[src/rtl/sgps_pkg.sv]
package sgps_pkg;

  // device and page geometry
  localparam int ADDR_BITS  = 40;
  localparam int PAGE_BITS  = 12;

  // field widths
  localparam int SEG_ADDR_W = 64;
  localparam int SEG_LEN_W  = 18;
  localparam int PA_W       = 40;
  localparam int IDX_W      = 16;
  localparam int KIND_W     = 3;

  // per-segment page budget
  localparam int MAX_SPAN   = 63;
  localparam int SPAN_W     = 6;
  localparam int SUM_W      = 20;

  // front-to-back queue
  localparam int QDEPTH     = 2;
  localparam int QPTR_W     = $clog2(QDEPTH);

  localparam logic [SEG_ADDR_W-1:0] ADDR_HI_MASK =
    ~((64'd1 << ADDR_BITS) - 64'd1);
  localparam logic [PA_W-1:0] PAGE_SIZE = PA_W'(64'd1 << PAGE_BITS);
  localparam logic [PA_W-1:0] PAGE_MASK = PAGE_SIZE - PA_W'(1);

  typedef enum logic [KIND_W-1:0] {
    KIND_PAGE     = 3'd0,
    KIND_OK       = 3'd1,
    KIND_BAD      = 3'd2,
    KIND_OVERFLOW = 3'd3,
    KIND_MISMATCH = 3'd4
  } kind_t;

  // classified segment, front to back
  typedef struct packed {
    logic [PA_W-1:0]   addr;     // start address, low bits
    logic [PA_W-1:0]   next_pg;  // first page boundary after start
    logic [SPAN_W-1:0] span;     // pages touched
    logic              bad;
    logic              last;
  } seg_cmd_t;

endpackage

[src/rtl/sgps_ifs.sv]
interface sgps_in_if;
  logic                             valid;
  logic                             ready;
  logic [sgps_pkg::SEG_ADDR_W-1:0]  seg_addr;
  logic [sgps_pkg::SEG_LEN_W-1:0]   seg_len;
  logic                             seg_last;

  modport source (output valid, seg_addr, seg_len, seg_last, input ready);
  modport sink   (input valid, seg_addr, seg_len, seg_last, output ready);
endinterface

interface sgps_out_if;
  logic                         valid;
  logic                         ready;
  logic [sgps_pkg::KIND_W-1:0]  kind;
  logic [sgps_pkg::PA_W-1:0]    page_addr;
  logic [sgps_pkg::IDX_W-1:0]   page_index;
  logic                         run_end;

  modport source (output valid, kind, page_addr, page_index, run_end, input ready);
  modport sink   (input valid, kind, page_addr, page_index, run_end, output ready);
endinterface

interface sgps_cfg_if;
  logic                         valid;
  logic                         ready;
  logic [sgps_pkg::IDX_W-1:0]   expected_pages;

  modport source (output valid, expected_pages, input ready);
  modport sink   (input valid, expected_pages, output ready);
endinterface

[src/rtl/sg_segment_page_splitter.sv]
// Scatter-gather segment to page list splitter.
// in_if  : one item per segment (seg_addr, seg_len, seg_last), valid/ready.
// out_if : page entries and list status items (kind, page_addr, page_index,
//          run_end); run_end flags the last item a segment produces.
// cfg_if : write of expected_pages, always ready; write only while idle.
// A front stage registers and classifies each segment (bad checks, page
// span, first boundary), a two-entry queue decouples it from the back
// sequencer, which emits one item per cycle from its output register
// while it runs a segment and out_if.ready stays high. A segment's first
// item passes the front register, the queue and the back sequencer's run
// state on its way out. The back sequencer pops a segment, then emits all
// its items before its next pop; segments dropped after an error emit none.
// Reset (rst_n low, synchronous) empties front and queue, clears the page
// count, the abort flag and expected_pages.
// When out_if.ready is low the output register holds its item, the back
// stalls, then the queue fills and in_if.ready drops.
module sg_segment_page_splitter (
  input  logic        clk,
  input  logic        rst_n,
  sgps_in_if.sink     in_if,
  sgps_out_if.source  out_if,
  sgps_cfg_if.sink    cfg_if
);

  logic [sgps_pkg::IDX_W-1:0] exp_r;
  logic                       push;
  sgps_pkg::seg_cmd_t         push_cmd;
  logic                       q_ready;
  logic                       q_valid;
  sgps_pkg::seg_cmd_t         q_cmd;
  logic                       pop;

  // config register: no side effect on list state
  assign cfg_if.ready = 1'b1;

  always_ff @(posedge clk) begin
    if (!rst_n) begin
      exp_r <= '0;
    end else if (cfg_if.valid) begin
      exp_r <= cfg_if.expected_pages;
    end
  end

  sgps_front u_front (
    .clk      (clk),
    .rst_n    (rst_n),
    .in_if    (in_if),
    .push     (push),
    .push_cmd (push_cmd),
    .q_ready  (q_ready)
  );

  sgps_queue u_queue (
    .clk      (clk),
    .rst_n    (rst_n),
    .push     (push),
    .push_cmd (push_cmd),
    .q_ready  (q_ready),
    .q_valid  (q_valid),
    .q_cmd    (q_cmd),
    .pop      (pop)
  );

  sgps_back u_back (
    .clk            (clk),
    .rst_n          (rst_n),
    .q_valid        (q_valid),
    .q_cmd          (q_cmd),
    .pop            (pop),
    .expected_pages (exp_r),
    .out_if         (out_if)
  );

  // back only pops a queue that holds an entry
  a_pop_valid: assert property (@(posedge clk) disable iff (!rst_n)
    pop |-> q_valid)
    else $error("pop from empty queue");

  // status items never carry an address
  a_status_addr: assert property (@(posedge clk) disable iff (!rst_n)
    (out_if.valid && out_if.kind != sgps_pkg::KIND_PAGE) |-> out_if.page_addr == '0)
    else $error("status item with address");

  // every status item closes the run of its segment
  a_status_end: assert property (@(posedge clk) disable iff (!rst_n)
    (out_if.valid && out_if.kind != sgps_pkg::KIND_PAGE) |-> out_if.run_end)
    else $error("status item without run_end");

  // reset empties the output register
  a_reset_out: assert property (@(posedge clk)
    !rst_n |=> !out_if.valid)
    else $error("output valid after reset");

endmodule

[src/rtl/sgps_front.sv]
module sgps_front (
  input  logic                clk,
  input  logic                rst_n,
  sgps_in_if.sink             in_if,
  output logic                push,
  output sgps_pkg::seg_cmd_t  push_cmd,
  input  logic                q_ready
);

  logic                              valid_r;
  sgps_pkg::seg_cmd_t                cmd_r;
  sgps_pkg::seg_cmd_t                cmd_nxt;
  logic [sgps_pkg::SUM_W-1:0]        sum;
  logic [sgps_pkg::SUM_W-1:0]        span_full;
  logic [sgps_pkg::PA_W-1:0]         addr_lo;
  logic                              accept;

  assign in_if.ready = !valid_r || q_ready;
  assign accept      = in_if.valid && in_if.ready;
  assign push        = valid_r && q_ready;
  assign push_cmd    = cmd_r;

  always_comb begin
    addr_lo   = in_if.seg_addr[sgps_pkg::PA_W-1:0];
    sum       = sgps_pkg::SUM_W'(in_if.seg_addr[sgps_pkg::PAGE_BITS-1:0])
              + sgps_pkg::SUM_W'(in_if.seg_len)
              + sgps_pkg::SUM_W'(sgps_pkg::PAGE_MASK);
    span_full = sum >> sgps_pkg::PAGE_BITS;

    cmd_nxt.addr    = addr_lo;
    cmd_nxt.next_pg = (addr_lo & ~sgps_pkg::PAGE_MASK) + sgps_pkg::PAGE_SIZE;
    cmd_nxt.span    = sgps_pkg::SPAN_W'(span_full);
    cmd_nxt.last    = in_if.seg_last;
    cmd_nxt.bad     = (in_if.seg_len == '0) || (in_if.seg_addr == '0)
                   || ((in_if.seg_addr & sgps_pkg::ADDR_HI_MASK) != '0)
                   || (span_full > sgps_pkg::SUM_W'(sgps_pkg::MAX_SPAN));
  end

  always_ff @(posedge clk) begin
    if (accept) begin
      cmd_r <= cmd_nxt;
    end
    if (!rst_n) begin
      valid_r <= 1'b0;
    end else if (accept) begin
      valid_r <= 1'b1;
    end else if (q_ready) begin
      valid_r <= 1'b0;
    end
  end

endmodule

[src/rtl/sgps_queue.sv]
module sgps_queue (
  input  logic                clk,
  input  logic                rst_n,
  input  logic                push,
  input  sgps_pkg::seg_cmd_t  push_cmd,
  output logic                q_ready,
  output logic                q_valid,
  output sgps_pkg::seg_cmd_t  q_cmd,
  input  logic                pop
);

  sgps_pkg::seg_cmd_t            mem_r [sgps_pkg::QDEPTH];
  logic [sgps_pkg::QPTR_W-1:0]   wr_ptr_r;
  logic [sgps_pkg::QPTR_W-1:0]   rd_ptr_r;
  logic [sgps_pkg::QPTR_W:0]     count_r;

  assign q_ready = (count_r != (sgps_pkg::QPTR_W+1)'(sgps_pkg::QDEPTH));
  assign q_valid = (count_r != '0);
  assign q_cmd   = mem_r[rd_ptr_r];

  always_ff @(posedge clk) begin
    if (push) begin
      mem_r[wr_ptr_r] <= push_cmd;
    end
    if (!rst_n) begin
      wr_ptr_r <= '0;
      rd_ptr_r <= '0;
      count_r  <= '0;
    end else begin
      if (push) begin
        wr_ptr_r <= (wr_ptr_r == sgps_pkg::QPTR_W'(sgps_pkg::QDEPTH - 1))
                  ? '0 : wr_ptr_r + sgps_pkg::QPTR_W'(1);
      end
      if (pop) begin
        rd_ptr_r <= (rd_ptr_r == sgps_pkg::QPTR_W'(sgps_pkg::QDEPTH - 1))
                  ? '0 : rd_ptr_r + sgps_pkg::QPTR_W'(1);
      end
      unique case ({push, pop})
        2'b10:   count_r <= count_r + (sgps_pkg::QPTR_W+1)'(1);
        2'b01:   count_r <= count_r - (sgps_pkg::QPTR_W+1)'(1);
        default: count_r <= count_r;
      endcase
    end
  end

endmodule

[src/rtl/sgps_back.sv]
module sgps_back (
  input  logic                         clk,
  input  logic                         rst_n,
  input  logic                         q_valid,
  input  sgps_pkg::seg_cmd_t           q_cmd,
  output logic                         pop,
  input  logic [sgps_pkg::IDX_W-1:0]   expected_pages,
  sgps_out_if.source                   out_if
);

  typedef enum logic {ST_IDLE, ST_RUN} state_t;

  state_t                          state_r, state_nxt;
  sgps_pkg::seg_cmd_t              cur_r, cur_nxt;
  logic [sgps_pkg::SPAN_W-1:0]     k_r, k_nxt;
  logic [sgps_pkg::PA_W-1:0]       pg_r, pg_nxt;
  logic [sgps_pkg::IDX_W-1:0]      wi_r, wi_nxt;
  logic                            aborted_r, aborted_nxt;
  logic                            out_valid_r, out_valid_nxt;
  sgps_pkg::kind_t                 out_kind_r, out_kind_nxt;
  logic [sgps_pkg::PA_W-1:0]       out_addr_r, out_addr_nxt;
  logic [sgps_pkg::IDX_W-1:0]      out_index_r, out_index_nxt;
  logic                            out_end_r, out_end_nxt;
  logic                            can_emit;

  assign out_if.valid      = out_valid_r;
  assign out_if.kind       = out_kind_r;
  assign out_if.page_addr  = out_addr_r;
  assign out_if.page_index = out_index_r;
  assign out_if.run_end    = out_end_r;

  assign can_emit = !out_valid_r || out_if.ready;

  always_comb begin
    state_nxt     = state_r;
    cur_nxt       = cur_r;
    k_nxt         = k_r;
    pg_nxt        = pg_r;
    wi_nxt        = wi_r;
    aborted_nxt   = aborted_r;
    out_valid_nxt = out_valid_r && !out_if.ready;
    out_kind_nxt  = out_kind_r;
    out_addr_nxt  = out_addr_r;
    out_index_nxt = out_index_r;
    out_end_nxt   = out_end_r;
    pop           = 1'b0;

    unique case (state_r)
      ST_IDLE: begin
        if (q_valid) begin
          pop = 1'b1;
          if (aborted_r) begin
            // dropped segment; the last one closes the list silently
            if (q_cmd.last) begin
              wi_nxt      = '0;
              aborted_nxt = 1'b0;
            end
          end else begin
            cur_nxt   = q_cmd;
            k_nxt     = '0;
            pg_nxt    = q_cmd.next_pg;
            state_nxt = ST_RUN;
          end
        end
      end

      ST_RUN: begin
        if (can_emit) begin
          out_valid_nxt = 1'b1;
          out_addr_nxt  = '0;
          out_index_nxt = wi_r;
          out_end_nxt   = 1'b0;
          if (cur_r.bad || (k_r < cur_r.span && wi_r >= expected_pages)) begin
            if (cur_r.bad) begin
              out_kind_nxt = sgps_pkg::KIND_BAD;
            end else begin
              out_kind_nxt = sgps_pkg::KIND_OVERFLOW;
            end
            out_end_nxt  = 1'b1;
            state_nxt    = ST_IDLE;
            if (cur_r.last) begin
              wi_nxt      = '0;
              aborted_nxt = 1'b0;
            end else begin
              aborted_nxt = 1'b1;
            end
          end else if (k_r < cur_r.span) begin
            out_kind_nxt = sgps_pkg::KIND_PAGE;
            out_addr_nxt = (k_r == '0) ? cur_r.addr : pg_r;
            if (k_r != '0) begin
              pg_nxt = pg_r + sgps_pkg::PAGE_SIZE;
            end
            wi_nxt = wi_r + sgps_pkg::IDX_W'(1);
            k_nxt  = k_r + sgps_pkg::SPAN_W'(1);
            if ((k_r + sgps_pkg::SPAN_W'(1)) == cur_r.span && !cur_r.last) begin
              out_end_nxt = 1'b1;
              state_nxt   = ST_IDLE;
            end
          end else begin
            // all pages out on the last segment: report the final count
            if (wi_r == expected_pages) begin
              out_kind_nxt = sgps_pkg::KIND_OK;
            end else begin
              out_kind_nxt = sgps_pkg::KIND_MISMATCH;
            end
            out_end_nxt  = 1'b1;
            wi_nxt       = '0;
            aborted_nxt  = 1'b0;
            state_nxt    = ST_IDLE;
          end
        end
      end

      default: state_nxt = ST_IDLE;
    endcase
  end

  always_ff @(posedge clk) begin
    cur_r       <= cur_nxt;
    k_r         <= k_nxt;
    pg_r        <= pg_nxt;
    out_kind_r  <= out_kind_nxt;
    out_addr_r  <= out_addr_nxt;
    out_index_r <= out_index_nxt;
    out_end_r   <= out_end_nxt;
    if (!rst_n) begin
      state_r     <= ST_IDLE;
      wi_r        <= '0;
      aborted_r   <= 1'b0;
      out_valid_r <= 1'b0;
    end else begin
      state_r     <= state_nxt;
      wi_r        <= wi_nxt;
      aborted_r   <= aborted_nxt;
      out_valid_r <= out_valid_nxt;
    end
  end

endmodule
[src/flat_wrapper.sv]
// flat-port wrapper written by rule: the top's interface ports become plain ports
module sg_segment_page_splitter_flat 
  (clk, rst_n, in_if_valid, in_if_seg_addr, in_if_seg_len, in_if_seg_last, in_if_ready, out_if_valid, out_if_kind, out_if_page_addr, out_if_page_index, out_if_run_end, out_if_ready, cfg_if_valid, cfg_if_expected_pages, cfg_if_ready);
  sgps_in_if in_if_i ();
  sgps_out_if out_if_i ();
  sgps_cfg_if cfg_if_i ();
  input  logic clk;
  input  logic rst_n;
  input wire logic [$bits(in_if_i.valid)-1:0] in_if_valid;
  input wire logic [$bits(in_if_i.seg_addr)-1:0] in_if_seg_addr;
  input wire logic [$bits(in_if_i.seg_len)-1:0] in_if_seg_len;
  input wire logic [$bits(in_if_i.seg_last)-1:0] in_if_seg_last;
  output wire logic [$bits(in_if_i.ready)-1:0] in_if_ready;
  output wire logic [$bits(out_if_i.valid)-1:0] out_if_valid;
  output wire logic [$bits(out_if_i.kind)-1:0] out_if_kind;
  output wire logic [$bits(out_if_i.page_addr)-1:0] out_if_page_addr;
  output wire logic [$bits(out_if_i.page_index)-1:0] out_if_page_index;
  output wire logic [$bits(out_if_i.run_end)-1:0] out_if_run_end;
  input wire logic [$bits(out_if_i.ready)-1:0] out_if_ready;
  input wire logic [$bits(cfg_if_i.valid)-1:0] cfg_if_valid;
  input wire logic [$bits(cfg_if_i.expected_pages)-1:0] cfg_if_expected_pages;
  output wire logic [$bits(cfg_if_i.ready)-1:0] cfg_if_ready;
  assign in_if_i.valid = in_if_valid;
  assign in_if_i.seg_addr = in_if_seg_addr;
  assign in_if_i.seg_len = in_if_seg_len;
  assign in_if_i.seg_last = in_if_seg_last;
  assign in_if_ready = in_if_i.ready;
  assign out_if_valid = out_if_i.valid;
  assign out_if_kind = out_if_i.kind;
  assign out_if_page_addr = out_if_i.page_addr;
  assign out_if_page_index = out_if_i.page_index;
  assign out_if_run_end = out_if_i.run_end;
  assign out_if_i.ready = out_if_ready;
  assign cfg_if_i.valid = cfg_if_valid;
  assign cfg_if_i.expected_pages = cfg_if_expected_pages;
  assign cfg_if_ready = cfg_if_i.ready;
  sg_segment_page_splitter u_core (.clk(clk), .rst_n(rst_n), .in_if(in_if_i), .out_if(out_if_i), .cfg_if(cfg_if_i));
endmodule
[config.mk]
export PLATFORM = sky130hd
export DESIGN_NAME = sg_segment_page_splitter_flat
export DESIGN_NICKNAME = d
export VERILOG_FILES = /design/src/rtl/sgps_pkg.sv /design/src/rtl/sgps_ifs.sv /design/src/rtl/sg_segment_page_splitter.sv /design/src/rtl/sgps_front.sv /design/src/rtl/sgps_queue.sv /design/src/rtl/sgps_back.sv /design/src/flat_wrapper.sv
export SDC_FILE = /design/constraint.sdc
export NUM_CORES = 1
export LEC_CHECK = 0
export BUFFER_PORTS_ARGS = -buffer_cell sky130_fd_sc_hd__buf_4
export CORE_MARGIN = 10
export CORE_UTILIZATION = 41
export CTS_CLUSTER_SIZE = 30
export DETAILED_ROUTE_END_ITERATION = 8
export PLACE_DENSITY = 0.63
export SLEW_MARGIN = 20
export SYNTH_ARGS = -nofsm -noshare
export SYNTH_HDL_FRONTEND = slang
export SYNTH_SLANG_ARGS = --single-unit
[constraint.sdc]
create_clock -name clk -period 11.25 [get_ports clk]
set_clock_uncertainty 0.05 [all_clocks]
set_input_delay 1.6875 -clock clk [delete_from_list [all_inputs] [get_ports clk]]
set_output_delay 1.6875 -clock clk [all_outputs]
set_load 0.005 [all_outputs]
==> results by group <==
Run status
  – Status: completed

Synthesis
  – Post-Synth XOR/XNOR Area: 3.445%
  – Ranking of synthesized cells by area: edfxtp_1 64%, dfxtp_1 4.7%, ha_1 3.7%
  – Cells after Synth: 1268
  – Mux share of post-synthesis cell area: 4.921%
  – Post-Synth Simple-Gate Area: 11.87%
  – Complex-gate fraction of the synthesized area: 4.161%
  – Post-Syn Area: 0.01729 sq mm
  – Main synth FF type: edfxtp_1
  – Yosys warnings: 0
  – Synth top area share: 64.26%
  – Synth cell count leaders: 370 x edfxtp_1, 113 x nand2_1, 81 x inv_1
  – Async S/R FF share, synth: 0%
  – Post-synth EDFFs: 370
  – Flops & latches, synth: 411
  – Synth Net Count: 1423
  – Syn Area/Cell: 13.64 sq um
  – Largest family of logic cells by synthesized area: simple AND/OR/NAND/NOR gates
  – Adder-cell share of the synthesized area: 3.691%
  – Yosys cell types: 55
  – Register area share after synthesis: 69.01%
  – Yosys top cell by area: edfxtp_1
  – Most common cell in the synthesized netlist: edfxtp_1

Power
  – Clock share of power: 30.9%
  – Leakage: 7.466 nW
  – Sw frac: 28.35%
  – Sw power: 0.001232 W
  – Reg power frac: 50.1%
  – Cell area power density: 212.3 mW/mm^2
  – Worst VDD drop: 0.1036 mV
  – Comb pwr share: 19.0%
  – Internal Power: 0.003115 W

Worst setup path
  – Worst R2R End: u_core.u_back.k_r[2]$_SDFFCE_PN0P_
  – Worst Path Max Fanout: 5
  – Kind of critical path: input port to register
  – R2R Setup Slk: 7.98 ns
  – Crit. Startpoint: in_if_seg_addr[9]
  – Reg2reg start: u_core.u_back.wi_r[0]$_SDFFE_PN0P_
  – CP arrival: 3.69 ns
  – R2R cell count: 10
  – CP endpoint kind: register
  – CP required: 11.51 ns
  – Type of origin of the critical path: input port
  – Worst Setup EP: u_core.u_front.push_cmd[7]$_DFFE_PP_

STA
  – F_max: 291.6 MHz
  – RSZ-0062 raised after global routing: no
  – Fin. Hold Viols: 0
  – Final period util: 30.48%
  – Slew Viols, Final: 0
  – Actual slew at the worst max-slew pin: 1.081 ns
  – # setup viols final: 0
  – Post-route setup TNS: 0 ns
  – Period minus WS final: 3.430 ns
  – Slew headroom: 27.91%

Place
  – Routability cong.: 0.8484
  – Dpl cell area: 0.01916 sq mm
  – Number of port buffers: 165
  – Dpl hpwl: 24610 um

CTS
  – Post-CTS setup repair buffer count: 0
  – PostCTS Resize Cnt: 0
  – Clock root buffer: clkbuf_16
  – Clock Path Buffers: 3
  – CTS tree: yes
  – H-tree levels: 2
  – Clk slew on worst S/H paths: 0.06 ns
  – Clock sink count: 411
  – Hold-fix buffers, CTS: 0
  – Clock buffer count from CTS: 43
  – Skew-Pair Late Insertion Delay: 0.59 ns

Layout
  – Fillers: 3628
  – Layout cells sized above 1: 20.35%
  – Antenna diode instance count: 0
  – Synth-to-layout area growth: 18.43%
  – Fin area: 0.02048 sq mm
  – Post-layout nets: 1601

Global routing
  – GRT Overall Usage: 14.83%
  – Initial antenna violation count: 1
  – Congestion Overflow GR: 0
  – Largest net degree at the start of global routing: 77
  – Vias in the first global route: 10636
  – Global-route wire length before repair: 58730 um

Route
  – DR vias/cell: 5.144
  – 1st-iter DRT viols: 615
  – TritonRoute pass-1 iters: 4
  – Wire length per cell: 18.89 um
  – Post-DRT Antenna Nets: 0
  – Routed wire length: 38030 um
  – DRC violations left: 0
  – Routed vias: 10354

Hold path
  – Tightest Hold Check Type: register to register

Die
  – Core area: 0.04185 sq mm
  – Die X: 225.4 um
  – IO Pins: 167
  – Starting density of the core: 41.31%
  – Die ar.: 0.05078 sq mm
  – Die H: 225.4 um
  – Row cnt: 75

Flow run
  – Max Cap Viol: 0
==> kinds of logic after synthesis <==
kind of cell	after synthesis
mux	79
simple gates	407
other cells	1
fa+ha+maj	51
xor+xnor	68
buf+inv	128
flops	411
compound gates	123
==> metal layers <==
metal	routed length [um]	vias to the layer above	global-route usage, %
met5	13	-	0
met4	1083	2	5.686
met3	2035	67	2.941
met2	19160	258	25.93
met1	15740	5007	17.68
li1	-	5020	-
==> power by group through the flow <==
stage	registers (W)	logic, W	clock network, W
final	0.00218	0.000828	0.00134
after global routing	0.00221	0.000931	0.00144
after CTS	0.00218	0.000850	0.00138
after detailed placement	0.00221	0.000844	0
after global placement	0.00220	0.000830	0
after floorplan	0.00217	0.000560	0
==> critical path, stage by stage <==
cell and delay (ns):
buf_4 0.09, inv_1 0.04, ha_1 0.26, inv_1 0.04, ha_1 0.28, nand2_1 0.07
nor2_1 0.14, o2111ai_1 0.18, a41oi_1 0.51, nand4_1 0.21, xnor2_1 0.17
==> sequential cells by signal, summed over array words and instances (netlist names), named ones only <==
name,count
u_core.u_queue.mem_r,152
u_core.u_front.push_cmd,76
u_core.u_back.cur_r,48
u_core.u_back.out_if.page_addr,40
u_core.u_back.pg_r,28
u_core.exp_r,16
u_core.u_back.out_if.page_index,16
u_core.u_back.wi_r,16
u_core.u_back.k_r,6
u_core.u_back.out_if.kind,3
u_core.u_queue.count_r,2
u_core.u_back.aborted_r,1
u_core.u_back.out_if.run_end,1
u_core.u_back.out_if.valid,1
u_core.u_back.state_r,1
u_core.u_front.valid_r,1
u_core.u_queue.rd_ptr_r,1
u_core.u_queue.wr_ptr_r,1
==> final cells by class <==
cell class | count | area [sq um] | area share (%)
timing repair buffer | 179 | 1344 | 6.562
sequential | 411 | 11940 | 58.29
clock inverter | 22 | 214.0 | 1.045
clock buffer | 51 | 1106 | 5.401
inverter | 82 | 307.8 | 1.503
multi-input combinational | 729 | 4895 | 23.90
tap | 539 | 674.4 | 3.293
==> how the worst min path moves through the flow <==
stage | end | start | cells past startpoint
after floorplan | u_core.u_queue.mem_r[0][0]$_DFFE_PP_ | u_core.u_front.push_cmd[0]$_DFFE_PP_ | 0
after global placement | u_core.u_queue.mem_r[0][71]$_DFFE_PP_ | u_core.u_front.push_cmd[71]$_DFFE_PP_ | 0
after detailed placement | u_core.u_queue.mem_r[0][74]$_DFFE_PP_ | u_core.u_front.push_cmd[74]$_DFFE_PP_ | 0
after CTS | u_core.u_queue.mem_r[0][20]$_DFFE_PP_ | u_core.u_front.push_cmd[20]$_DFFE_PP_ | 0
after global routing | u_core.u_queue.mem_r[0][20]$_DFFE_PP_ | u_core.u_front.push_cmd[20]$_DFFE_PP_ | 0
final | u_core.u_queue.mem_r[0][20]$_DFFE_PP_ | u_core.u_front.push_cmd[20]$_DFFE_PP_ | 0
==> cell usage in the layout (no fill, tap or decap), types with 20 or more instances in the layout <==
cell type  synthesis  routed
edfxtp_1         370     370
buf_4              1     179
nand2_1          113     112
inv_1             81      81
nand3_1           76      76
nor2_1            57      55
a21oi_1           56      55
ha_1              51      51
xnor2_1           48      48
mux2_2            48      48
clkbuf_16          0      43
dfxtp_1           41      39
nand4_1           31      31
mux2i_1           31      31
o21ai_0           28      28
and3_1            25      24
nor3_1            22      22
nor4_1            22      22
xor2_1            20      20
==> through the flow <==
step / total power [W] / util (%) / instances / hold WS, ns / worst slack (ns)
after floorplan: 0.002725 / - / 1268 / 0.3715 / 5.807
after global placement: 0.003029 / 45.76 / 1940 / 0.3719 / 7.317
after detailed placement: 0.003051 / 45.77 / 1940 / 0.3799 / 7.272
after CTS: 0.004413 / 48.93 / 2013 / 0.3690 / 7.873
after global routing: 0.004577 / 48.93 / 2013 / 0.3813 / 7.697
final: 0.004348 / 48.93 / 2013 / 0.3713 / 7.820
Note: power is estimated with default switching activity, not from simulation.
